## config.mk

```make
export PLATFORM = sky130hd
export DESIGN_NAME = tli_div
export DESIGN_NICKNAME = d
export VERILOG_FILES = /design/src/hw/rtl/tli_pkg.sv /design/src/hw/rtl/tli_div.sv
export SDC_FILE = /design/constraint.sdc
export NUM_CORES = 1
export LEC_CHECK = 0
export BUFFER_PORTS_ARGS = -buffer_cell sky130_fd_sc_hd__buf_2
export CAP_MARGIN = 20
export CORE_ASPECT_RATIO = 0.75
export CORE_MARGIN = 10
export CORE_UTILIZATION = 32
export DETAILED_ROUTE_END_ITERATION = 10
export HOLD_SLACK_MARGIN = 0.12
export SYNTH_ARGS = -nofsm -noshare
export SYNTH_HDL_FRONTEND = slang
export SYNTH_SLANG_ARGS = --single-unit
```

## constraint.sdc

```tcl
create_clock -name aclk -period 2.95 [get_ports aclk]
set_clock_uncertainty 0.05 [all_clocks]
set_input_delay 0.59 -clock aclk [delete_from_list [all_inputs] [get_ports aclk]]
set_output_delay 0.59 -clock aclk [all_outputs]
set_load 0.03 [all_outputs]
```

## src/hw/rtl/tli_pkg.sv

```systemverilog
package tli_pkg;

    localparam int DEPTH      = 32;
    localparam int VAL_W      = 16;
    localparam int KEY_W      = 16;
    localparam int IDX_W      = 5;
    localparam int CFG_W      = 6;
    localparam int PROD_W     = VAL_W + KEY_W;
    localparam int SRCH_CNT_W = $clog2(DEPTH);
    localparam int DIV_CNT_W  = $clog2(PROD_W);

    // command carried in s_tuser
    localparam logic CMD_WRITE = 1'b0;
    localparam logic CMD_QUERY = 1'b1;

    // range flag codes
    localparam logic [1:0] FLAG_INSIDE = 2'd0;
    localparam logic [1:0] FLAG_BELOW  = 2'd1;
    localparam logic [1:0] FLAG_ABOVE  = 2'd2;

    typedef struct packed {
        logic [KEY_W-1:0] key;
        logic [VAL_W-1:0] val_a;
        logic [VAL_W-1:0] val_b;
    } row_t;

    // search token handed from cell to cell
    typedef struct packed {
        logic [KEY_W-1:0] q;
        logic             found;
        logic             first;
        row_t             lo;
        row_t             hi;
    } token_t;

    typedef enum logic [2:0] {
        ST_IDLE,
        ST_SEARCH,
        ST_LOAD,
        ST_MUL,
        ST_DIV,
        ST_FINISH
    } state_t;

endpackage

```

## src/hw/rtl/tli_div.sv

```systemverilog
module tli_div import tli_pkg::*; (
    input  logic              aclk,
    input  logic              aresetn,
    input  logic              start,
    input  logic [PROD_W-1:0] dividend,
    input  logic [KEY_W-1:0]  divisor,
    output logic              done,
    output logic [VAL_W-1:0]  quot,
    output logic              rem_nz
);

    logic [PROD_W-1:0]    dvd_reg, dvd_next;
    logic [KEY_W-1:0]     rem_reg, rem_next;
    logic [KEY_W-1:0]     d_reg;
    logic [DIV_CNT_W-1:0] cnt_reg;
    logic                 busy_reg;
    logic                 done_reg;
    logic [KEY_W:0]       rem_sh;
    logic [KEY_W-1:0]     rem_sub;
    logic                 ge;

    // one restoring step per cycle
    always_comb begin
        rem_sh   = {rem_reg, dvd_reg[PROD_W-1]};
        rem_sub  = rem_sh[KEY_W-1:0] - d_reg;
        ge       = rem_sh >= {1'b0, d_reg};
        rem_next = ge ? rem_sub : rem_sh[KEY_W-1:0];
        dvd_next = {dvd_reg[PROD_W-2:0], ge};
    end

    // control
    always_ff @(posedge aclk) begin
        if (!aresetn) begin
            busy_reg <= 1'b0;
            done_reg <= 1'b0;
            cnt_reg  <= '0;
        end else if (start) begin
            busy_reg <= 1'b1;
            done_reg <= 1'b0;
            cnt_reg  <= '0;
        end else if (busy_reg) begin
            cnt_reg <= cnt_reg + 1'b1;
            if (cnt_reg == DIV_CNT_W'(PROD_W - 1)) begin
                busy_reg <= 1'b0;
                done_reg <= 1'b1;
            end
        end
    end

    // datapath
    always_ff @(posedge aclk) begin
        if (start) begin
            dvd_reg <= dividend;
            rem_reg <= '0;
            d_reg   <= divisor;
        end else if (busy_reg) begin
            dvd_reg <= dvd_next;
            rem_reg <= rem_next;
        end
    end

    assign done   = done_reg;
    assign quot   = dvd_reg[VAL_W-1:0];
    assign rem_nz = |rem_reg;

endmodule

```

==> results.md <==
- Hold_buf cts: 0
- Vias in the first global route: about 2900
- GPL Wtd Cong: roughly 0.85
- Power per cell area: a little under 600 nW/um^2
- Switching share of power: between 20% and 30%
- CP delay by family, top: compound AO/OA/AOI/OAI gates
- Largest net degree at the start of global routing: 33
- Max cap viols: 0
- First-pass GRT wire length: 14800 um
- Layout cells sized above 1: 32.2%
- Final Slew Violations: 0
- Die Span Y: about 120 um
- Worst Path Required: 3130 ps
- Switching power: around 730 uW
- Num ports: 69
- Cts repair resizes: 0
- Gr ovfl total: 0
- Post-synthesis cell count: between 300 and 400
- Antenna viol nets, final: 0
- Setup Viol. Count Final: 0
- Sequential fraction of the synthesis area: a little under half
- Area of the multi-input gates: 1810 sq um
- Cell breakdown of the critical path: ha_1, o211ai_1, a21oi_1, o21ai_2, a21oi_2, nor3_1, a311o_1
- CTS tree: done
- Crit. End Element: flip-flop
- Avg Cell Area, Syn: around 11 sq um
- 1st-pass router iterations: 4
- CP bufs+invs: 0
- CP Max Fanout: 15
- Antenna violations before repair: 0
- Top cells by count, synth: 48 x edfxtp_1, 34 x mux2_2, 31 x nor2_1, 23 x dfxtp_1, 21 x inv_1
- Worst Path Arrival: ~2800 ps
- CORE AREA: approximately 12000 sq um
- Clock Sinks: 71
- Cell Count, Final, Fillers Out: between 500 and 600
- Initial core utilization: ~33%
- Dpl cells: about 570
- Synthesis-to-layout area growth: 17.4%
- Reg power frac: 43.3%
- Max FFs per register: 32
- Crit share post-route: approximately nine tenths
- Yosys top cell by area: edfxtp_1
- Die area: approximately 17000 sq um
- FMAX: between 300 and 400 MHz
- Maximum vdd drop: slightly below 0.0003 V
- Fin crit period: about 2700 ps
- Status: completed
- Hold crit path type: input port to flip-flop
- Share of the synthesized area in the top cell type: a little over a third
- Synth Register Bits: just over 70
- Synth async-reset ratio: 0%
- Post-synth EDFFs: 48
- R2R Path Start: rem_reg[1]
- Overall Global Routing Usage: a little over a tenth
- Largest stage delay, worst path: 590 ps
- H-tree Lvls: 3
- # diodes: 0
- Slew of the pin with the lowest slew margin: between 700 and 800 ps
- Logic pwr share: 16.8%
- Clk buf depth: 2
- Setup TNS Final: 0 ps
- Hold Vio Cnt, Final: 0
- Yosys warns: 0
- Flop2flop setup slack: 290 ps
- Mean routed wirelength per cell: around 16 um
- Drt drc: 0
- Placed Area: approximately 4400 sq um
- Sequential Area: 1900 sq um
- TritonCTS Buffers: 9
- Post-Layout Inst Area: roughly 4700 sq um
- Synth unique cells: a little under 60
- Int Power: approximately 2000 uW
- Postcts setup bufs: 0
- Post-synthesis net count: 427
- RSZ-0062 raised after global routing: no
- Count leader, synth: edfxtp_1
- Via count: 2868
- Kind of critical path: flip-flop to flip-flop
- Clock power frac: 39.8%
- Root Buffer: clkbuf_16
- Critical Path Stages: 7
- Nets@finish: ~480
- First element of the critical path: rem_reg[1]
- Reg2reg path depth: 7
- Die Width: about 150 um
- Post-synth top flop: edfxtp_1
- Setup crit start kind: flip-flop
- Worst skew pair latency: 340 ps
- Worst Setup EP: rem_reg[10]
- Slew headroom: around 52%
- I/O Buffers: 68
- Number of fill cells: 1199
- LEAKAGE: 0.00195 uW
- Final wirelength: approximately 9400 um
- Row count: 35
- Crit Reg-Reg Endpoint: rem_reg[10]
- Post-DP HPWL: slightly below 7000 um
- Crit-path slowest cell: a21oi_2
- DRC violation total after the first TritonRoute iteration: 250
- Cell Area, Synth: 3980 sq um
- Worst-path clk slew: 60 ps
- Synth area leaders: edfxtp_1 36%, dfxtp_1 12%, mux2_2 9.6%, ha_1 5.7%, buf_4 3.2%
- DR vias/cell: about 4.9
## per-layer routing
layer,track usage (%),wire (um),up-vias
met5,0,0,-
met4,4.24,116,0
met3,3.25,518,6
met2,17.1,4380,69
met1,13.4,4370,1357
li1,-,-,1436
## power by group through the flow
stage          combinational [uW]  clock, uW  sequential (uW)
2_1_floorplan                 365          0             1200
3_3_place_gp                  457          0             1210
3_5_place_dp                  463          0             1210
4_1_cts                       467       1120             1190
5_1_grt                       508       1170             1200
6_report                      463       1100             1190
## how the worst min path moves through the flow
stage	start	to	slack, ps	cells past startpoint
finish	divisor[12]	d_reg[12]	380	1
global placement	done	done	410	2
floorplan	cnt_reg[4]	cnt_reg[4]	420	2
CTS	divisor[10]	d_reg[10]	370	1
global route	divisor[4]	d_reg[4]	370	1
detailed placement	done	done	430	2
## worst register-to-register path, delay by kind of cell, from the launching register on
kind / cells / cell delay, ps
AND/OR/NAND/NOR: 1 / 120
AO/OA/AOI/OAI: 5 / 1630
adder cells (fa/ha/maj): 1 / 390
flip-flops: 1 / 350
## stage by stage
step                      hold WS (ps)  worst slack, ps  total power (uW)  utilization [%]
after global routing               366             50.2              2880             38.3
final                              377              293              2750             38.3
after global placement             410              384              1670             35.8
after CTS                          368              295              2780             38.3
after floorplan                    417              673              1570                -
after detailed placement           425              319              1680             35.8
## layout make-up
class	count	share of cell area (%)
timing repair buffer	73	8.08
clock inverter	5	1.20
inverter	22	1.77
sequential	71	40.7
tap	166	4.44
clock buffer	11	5.19
multi-input combinational	234	38.6
## kinds of logic after synthesis
logic type | after synthesis | synth area share [%]
compound gates | 77 | 15.2
fa+ha+maj | 19 | 6.16
mux | 36 | 10.1
flops | 71 | 47.8
simple gates | 90 | 11.2
xor+xnor | 12 | 2.64
buf+inv | 52 | 6.91
## cell usage in the layout (no fill, tap or decap), types with 3 or more instances in the layout
| cell | instances |
|---|---|
| buf_2 | 68 |
| o211ai_1 | 8 |
| xnor2_1 | 4 |
| a21oi_1 | 11 |
| a21o_1 | 5 |
| nor2b_1 | 4 |
| edfxtp_1 | 48 |
| ha_1 | 18 |
| mux2_2 | 34 |
| o21bai_1 | 4 |
| nor3_1 | 6 |
| a211oi_1 | 3 |
| buf_4 | 5 |
| dfxtp_1 | 23 |
| nand2_1 | 17 |
| nor2_1 | 31 |
| nor4_1 | 11 |
| nand2b_1 | 6 |
| inv_1 | 21 |
| o21a_1 | 3 |
| xor2_1 | 8 |
| clkbuf_16 | 9 |
| o221ai_1 | 4 |
| o22ai_1 | 3 |
| and3_1 | 3 |
| nand4_1 | 3 |
| o311a_1 | 5 |
| o21ai_0 | 8 |
(Power assumes the default switching activity.)
