--- config.mk ---
export PLATFORM = sky130hd
export DESIGN_NAME = tli_cell
export DESIGN_NICKNAME = d
export VERILOG_FILES = /design/src/hw/rtl/tli_pkg.sv /design/src/hw/rtl/tli_cell.sv
export SDC_FILE = /design/constraint.sdc
export NUM_CORES = 1
export LEC_CHECK = 0
export ABC_CLOCK_PERIOD_IN_PS = 4880
export BUFFER_PORTS_ARGS = -buffer_cell sky130_fd_sc_hd__buf_2
export CAP_MARGIN = 10
export CORE_MARGIN = 1.5
export CORE_UTILIZATION = 30
export CTS_BUF_LIST = sky130_fd_sc_hd__clkbuf_4 sky130_fd_sc_hd__clkbuf_8 sky130_fd_sc_hd__clkbuf_16
export DETAILED_ROUTE_END_ITERATION = 12
export PLACE_DENSITY = 0.58
export SLEW_MARGIN = 20
export SYNTH_ARGS = -nofsm -noshare
export SYNTH_HDL_FRONTEND = slang
export SYNTH_SLANG_ARGS = --single-unit
export TNS_END_PERCENT = 100
--- constraint.sdc ---
create_clock -name aclk -period 4.88 [get_ports aclk]
set_clock_uncertainty 0.1 [all_clocks]
set_input_delay 0.976 -clock aclk [delete_from_list [all_inputs] [get_ports aclk]]
set_output_delay 0.976 -clock aclk [all_outputs]
set_load 0.02 [all_outputs]
--- src/hw/rtl/tli_pkg.sv ---
package tli_pkg;

    localparam int DEPTH      = 32;
    localparam int VAL_W      = 16;
    localparam int KEY_W      = 16;
    localparam int IDX_W      = 5;
    localparam int CFG_W      = 6;
    localparam int PROD_W     = VAL_W + KEY_W;
    localparam int SRCH_CNT_W = $clog2(DEPTH);
    localparam int DIV_CNT_W  = $clog2(PROD_W);

    // command carried in s_tuser
    localparam logic CMD_WRITE = 1'b0;
    localparam logic CMD_QUERY = 1'b1;

    // range flag codes
    localparam logic [1:0] FLAG_INSIDE = 2'd0;
    localparam logic [1:0] FLAG_BELOW  = 2'd1;
    localparam logic [1:0] FLAG_ABOVE  = 2'd2;

    typedef struct packed {
        logic [KEY_W-1:0] key;
        logic [VAL_W-1:0] val_a;
        logic [VAL_W-1:0] val_b;
    } row_t;

    // search token handed from cell to cell
    typedef struct packed {
        logic [KEY_W-1:0] q;
        logic             found;
        logic             first;
        row_t             lo;
        row_t             hi;
    } token_t;

    typedef enum logic [2:0] {
        ST_IDLE,
        ST_SEARCH,
        ST_LOAD,
        ST_MUL,
        ST_DIV,
        ST_FINISH
    } state_t;

endpackage

--- src/hw/rtl/tli_cell.sv ---
module tli_cell import tli_pkg::*; (
    input  logic   aclk,
    input  logic   wr_en,
    input  row_t   wr_row,
    input  logic   active,
    input  logic   is_first,
    input  token_t tok_in,
    output token_t tok_out
);

    row_t   row_reg;
    token_t tok_reg;
    token_t tok_next;

    // one table row held in this cell
    always_ff @(posedge aclk) begin
        if (wr_en) begin
            row_reg <= wr_row;
        end
    end

    // first row at or above the query stops the search, earlier rows become the lower row
    always_comb begin
        tok_next = tok_in;
        if (active && !tok_in.found) begin
            if (row_reg.key >= tok_in.q) begin
                tok_next.found = 1'b1;
                tok_next.first = is_first;
                tok_next.hi    = row_reg;
            end else begin
                tok_next.lo = row_reg;
            end
        end
    end

    always_ff @(posedge aclk) begin
        tok_reg <= tok_next;
    end

    assign tok_out = tok_reg;

endmodule

==> results.json, run 1 <==
{
  "worstPathMaxFanout": 49,
  "ant_nets": 0,
  "cap_violations": 0,
  "worstSetupPathType": "input port to flop",
  "fmax_mhz": 311,
  "r2r-end": "tok_out[22]",
  "power_density_nw_per_um2": 439,
  "fillerInstances": 1661,
  "nets": 805,
  "die_y_um": 136,
  "synth_top_area_cell": "dfxtp_1",
  "final_common_cell": "buf_2",
  "holdWs_ps": 396,
  "min_period_ps": 3220,
  "finalCoreUtilization_pct": 43.7,
  "core_area_um2": 17400,
  "cts_buffer_depth": 2,
  "grt_max_degree": 50,
  "vias": 3662,
  "viasPerCell": 4.25,
  "die_width_um": 136,
  "regToRegStartpoint": "row_reg[47]",
  "r2r_cells": 7,
  "drv_slew": 0,
  "antenna_found_initial": 0,
  "ys_seq_area_share_pct": 69.9,
  "ir_worst_vdd_mv": 0.219,
  "clock-sinks": 162,
  "regArea_um2": 3720,
  "wl_per_cell_um": 15.6,
  "synth_nets": 513,
  "largest_register_ffs": 114,
  "ys_types": 24,
  "clk_pin_slew_ps": 70,
  "maxSlewHeadroom_pct": 53.0,
  "p_leak_nw": 3.49,
  "drcViolationCount": 0,
  "areaGrowthSynthToFinish_pct": 42.4,
  "totalWireLength_mm": 13.5,
  "worst-slew-pin-transition_ps": 706,
  "post-route-period-util_pct": 65.9,
  "yosys_warnings": 0,
  "drt-initial-drc-count": 95,
  "critical_path.startpoint": "tok_in[113]",
  "grt_pass1_vias": 3979,
  "final-hold-violation-count": 0,
  "synth_top_area_share_pct": 42.8,
  "critPathLaunchType": "input port",
  "synthCells": 331,
  "grt_usage_pct": 14.7,
  "arrival_ps": 3420,
  "root_buffer": "clkbuf_16",
  "io_pins": 280,
  "die_area_um2": 18600,
  "ys_top_cells_by_area": "dfxtp_1, edfxtp_1, mux2_2, ha_1, mux2_1",
  "rows": 48,
  "hpwl_mm": 10.1,
  "tns_ps": 0,
  "synth_area_per_cell_um2": 16.1,
  "final_cell_mix": "buf_2, dfxtp_1, mux2_2",
  "cts_setup_buffers": 0,
  "ys_seq_elements": 162,
  "antenna_cells": 0,
  "io_buffers": 279,
  "clk_latency_ps": 420,
  "postCtsHoldBufs": 0,
  "status": "complete, no violations",
  "multi_input_area_um2": 1480,
  "crit_end": "tok_out[22]",
  "cts_buffers": 17,
  "required_ps": 5090,
  "grt_pass1_wl_mm": 20.3,
  "drtPass1Iterations": 4,
  "worstHoldPathType": "flop to flop",
  "reg2reg_slack_ps": 1900,
  "cp-end-kind": "flop",
  "finalSetupViolCount": 0,
  "cts_tree": "done",
  "gp_congestion": 0.734,
  "layout-drive-gt1-share_pct": 63.2,
  "grt.overflow.total": 0,
  "rsz0062_at_grt": "no",
  "synth_area_um2": 5330,
  "cts-resized-gates": 0,
  "start_util_pct": 30.7,
  "hold_path_depth": 1,
  "htreeDepth": 4
}
==> per-layer routing <==
| metal | GRT usage (%) | vias to the layer above | part of all wire (%) |
|---|---|---|---|
| li1 | - | 1764 | - |
| met1 | 15.1 | 1705 | 37 |
| met2 | 25.8 | 174 | 51 |
| met3 | 7.23 | 19 | 10 |
| met4 | 4.96 | 0 | 1.7 |
| met5 | 0 | - | 0 |
==> report_power, final <==
part	switching [mW]	leakage (nW)	internal [mW]
registers	0.0389	1.43	1.50
clock network	0.563	0.298	0.821
logic	0.224	1.77	0.182
total	0.827	3.49	2.51
==> worst min path at each step <==
stage / from / to / slack (ps)
final: row_reg[4] / tok_out[52] / 400
after global routing: row_reg[28] / tok_out[76] / 410
after CTS: row_reg[5] / tok_out[53] / 400
after detailed placement: row_reg[5] / tok_out[5] / 380
after global placement: row_reg[29] / tok_out[77] / 370
after floorplan: row_reg[28] / tok_out[76] / 350
==> logic make-up (layout without fill, tap and decap cells) <==
kind of cell / Yosys count / count (layout) / synth area share, %
and+or+nand+nor: 18 / 18 / 1.81
AOI/OAI and AO/OA: 10 / 10 / 1.43
DFF: 162 / 162 / 69.9
buffers and inverters: 28 / 333 / 2.65
muxes: 97 / 97 / 20.5
adders and majority gates: 16 / 16 / 3.76
==> cells in the mapped netlist, drive strengths merged <==
| master | number |
|---|---|
| nand2b | 1 |
| a21o | 1 |
| buf | 10 |
| a21oi | 5 |
| nand2 | 3 |
| nand3 | 3 |
| nand4 | 4 |
| nand3b | 1 |
| a221oi | 1 |
| edfxtp | 48 |
| dfxtp | 114 |
| inv | 18 |
| a311oi | 1 |
| mux2 | 97 |
| o21ai | 1 |
| a2111oi | 1 |
| nor3 | 3 |
| ha | 16 |
| nor2 | 3 |
==> stage by stage <==
stage / cell area [µm²] / setup slack (ps) / power (mW) / instances
finish: 7590 / 1660 / 3.33 / 861
global route: 7590 / 1500 / 3.47 / 861
CTS: 7590 / 1630 / 3.38 / 861
detailed placement: 6980 / 1190 / 1.98 / 829
global placement: 6980 / 1240 / 1.98 / 829
floorplan: 5330 / 1850 / 1.79 / 331
==> layout make-up <==
type                    count  area share, %
flip-flops and latches    162           49.1
multi-input cells         141           19.5
inverters                  18          0.890
repair buffers            283           18.8
well taps                 225           3.71
clock inverters            14           2.39
clock buffers              18           5.70
==> critical path, stage by stage <==
cell	delay, ps
buf_2	90
inv_1	40
ha_1	320
nand4_1	160
nor3_2	280
nand3b_1	210
a311oi_4	280
buf_4	590
mux2_2	410
Note: power is estimated with default switching activity, not from simulation.
==> run 2: changes to the inputs <==
--- a/config.mk
+++ b/config.mk
@@ -5,7 +5,7 @@
 export SDC_FILE = /design/constraint.sdc
 export NUM_CORES = 1
 export LEC_CHECK = 0
-export ABC_CLOCK_PERIOD_IN_PS = 4880
+export ABC_CLOCK_PERIOD_IN_PS = 3250
 export BUFFER_PORTS_ARGS = -buffer_cell sky130_fd_sc_hd__buf_2
 export CAP_MARGIN = 10
 export CORE_MARGIN = 1.5
==> constraint.sdc (replaced) <==
create_clock -name aclk -period 3.25 [get_ports aclk]
set_clock_uncertainty 0.1 [all_clocks]
set_input_delay 0.65 -clock aclk [delete_from_list [all_inputs] [get_ports aclk]]
set_output_delay 0.65 -clock aclk [all_outputs]
set_load 0.02 [all_outputs]
==> run 2 against run 1 <==
Compared with the run above:
- global-route usage up 0.080 points
- flip-flop and latch count unchanged
- worst hold slack worse by 150 ps
- clock-buffer cell count up 6
- clock power up 36%
- wire length up 0.50%
- non-clock buffer count up 2
- first-iteration DRC count up 2.1%
- combinational power up 54%
- register-to-register slack worse by 1300 ps
==> results.json, run 2 (synthesis results as in run 1) <==
{
  "required_ps": 3460,
  "grt_pass1_wl_mm": 20.4,
  "final_cell_mix": "buf_2, dfxtp_1, mux2_2",
  "viasPerCell": 4.26,
  "root_buffer": "clkbuf_16",
  "final_common_cell": "buf_2",
  "antenna_found_initial": 0,
  "min_period_ps": 2640,
  "power_density_nw_per_um2": 634,
  "drt-initial-drc-count": 97,
  "die_area_um2": 18600,
  "drcViolationCount": 0,
  "gp_congestion": 0.733,
  "vias": 3680,
  "rows": 48,
  "htreeDepth": 4,
  "start_util_pct": 30.7,
  "finalSetupViolCount": 0,
  "worst-slew-pin-transition_ps": 508,
  "die_width_um": 136,
  "io_buffers": 279,
  "grt_usage_pct": 14.8,
  "cap_violations": 0,
  "maxSlewHeadroom_pct": 65.9,
  "setup_slack_ps": 609,
  "drv_slew": 0,
  "fillerInstances": 1640,
  "critPathLaunchType": "flop",
  "wl_per_cell_um": 15.7,
  "die_y_um": 136,
  "nets": 807,
  "largest_register_ffs": 114,
  "cts_buffer_depth": 2,
  "worstPathMaxFanout": 24,
  "post-route-period-util_pct": 81.3,
  "pre_cts_ws_ps": 239,
  "arrival_ps": 2850,
  "fmax_mhz": 379,
  "tns_ps": 0,
  "status": "complete, no violations",
  "grt_pass1_vias": 4023,
  "drtPass1Iterations": 6,
  "cts_buffers": 17,
  "grt_max_degree": 49,
  "final-hold-violation-count": 0,
  "totalWireLength_mm": 13.5,
  "ant_nets": 0,
  "cts-resized-gates": 0,
  "rsz0062_at_grt": "no",
  "layout-drive-gt1-share_pct": 63.3,
  "clk_pin_slew_ps": 60,
  "worstHoldPathType": "input port to flop",
  "cp-end-kind": "flop",
  "postCtsHoldBufs": 0,
  "areaGrowthSynthToFinish_pct": 42.3,
  "clock-sinks": 162,
  "core_area_um2": 17400,
  "cts_tree": "done",
  "hpwl_mm": 10.3,
  "worstSetupPathType": "flop to flop",
  "ir_worst_vdd_mv": 0.350,
  "cts_setup_buffers": 0,
  "p_leak_nw": 3.50,
  "grt.overflow.total": 0,
  "finalCoreUtilization_pct": 43.7,
  "clk_latency_ps": 420,
  "io_pins": 280
}
-- run 2: changes by cell type in the layout (fill, tap and decap cells not counted), sizes merged --
| cell | change |
|---|---|
| clkbuf | +6 |
| clkinv | -3 |
| diode | +1 |
| bufinv | -3 |
| buf | +2 |
-- run 2: cell type report --
type / instances / area (µm²) / area share, %
clock inverters: 8 / 51.3 / 0.676
diodes: 1 / 2.50 / 0.0330
clock buffers: 24 / 503 / 6.63
well taps: 225 / 282 / 3.71
flip-flops and latches: 162 / 3720 / 49.1
inverters: 18 / 67.6 / 0.891
multi-input cells: 141 / 1480 / 19.5
repair buffers: 285 / 1480 / 19.5
-- run 2: worst paths after layout --
| check | end | start | slack (ps) | cells past startpoint |
|---|---|---|---|---|
| max | tok_out[21] | row_reg[47] | 610 | 7 |
| min | tok_out[100] | tok_in[100] | 240 | 1 |
| max reg2reg | tok_out[21] | row_reg[47] | 610 | 7 |
| min reg2reg | tok_out[78] | row_reg[30] | 400 | 1 |
-- run 2: layer usage --
layer / vias to the layer above / share of wire [%] / track usage [%]
li1: 1771 / - / -
met1: 1728 / 39 / 16.1
met2: 167 / 50 / 25.0
met3: 14 / 9.4 / 6.15
met4: 0 / 1.8 / 6.56
met5: - / 0 / 0
-- run 2: worst max-delay path: stages (launching register included) --
cell	delay [ps]
edfxtp_1	420
ha_1	350
nand4_1	160
nor3_2	240
nand3b_1	200
a311oi_4	430
buf_12	250
mux2_2	360
-- run 2: power breakdown --
part           switching, mW  internal, mW  total, mW
Clock                  0.785          1.08       1.87
Sequential            0.0581          2.26       2.32
Combinational          0.342         0.282      0.624
Total                   1.19          3.62       4.81
-- run 2: through the flow --
step,cell area [µm²],total power [mW],hold WS [ps],std cells
3_3_place_gp,7030,2.98,371,831
5_1_grt,7580,5.01,226,863
4_1_cts,7580,4.86,229,863
6_report,7580,4.81,242,864
3_5_place_dp,7030,2.99,383,831
2_1_floorplan,5330,2.69,346,331
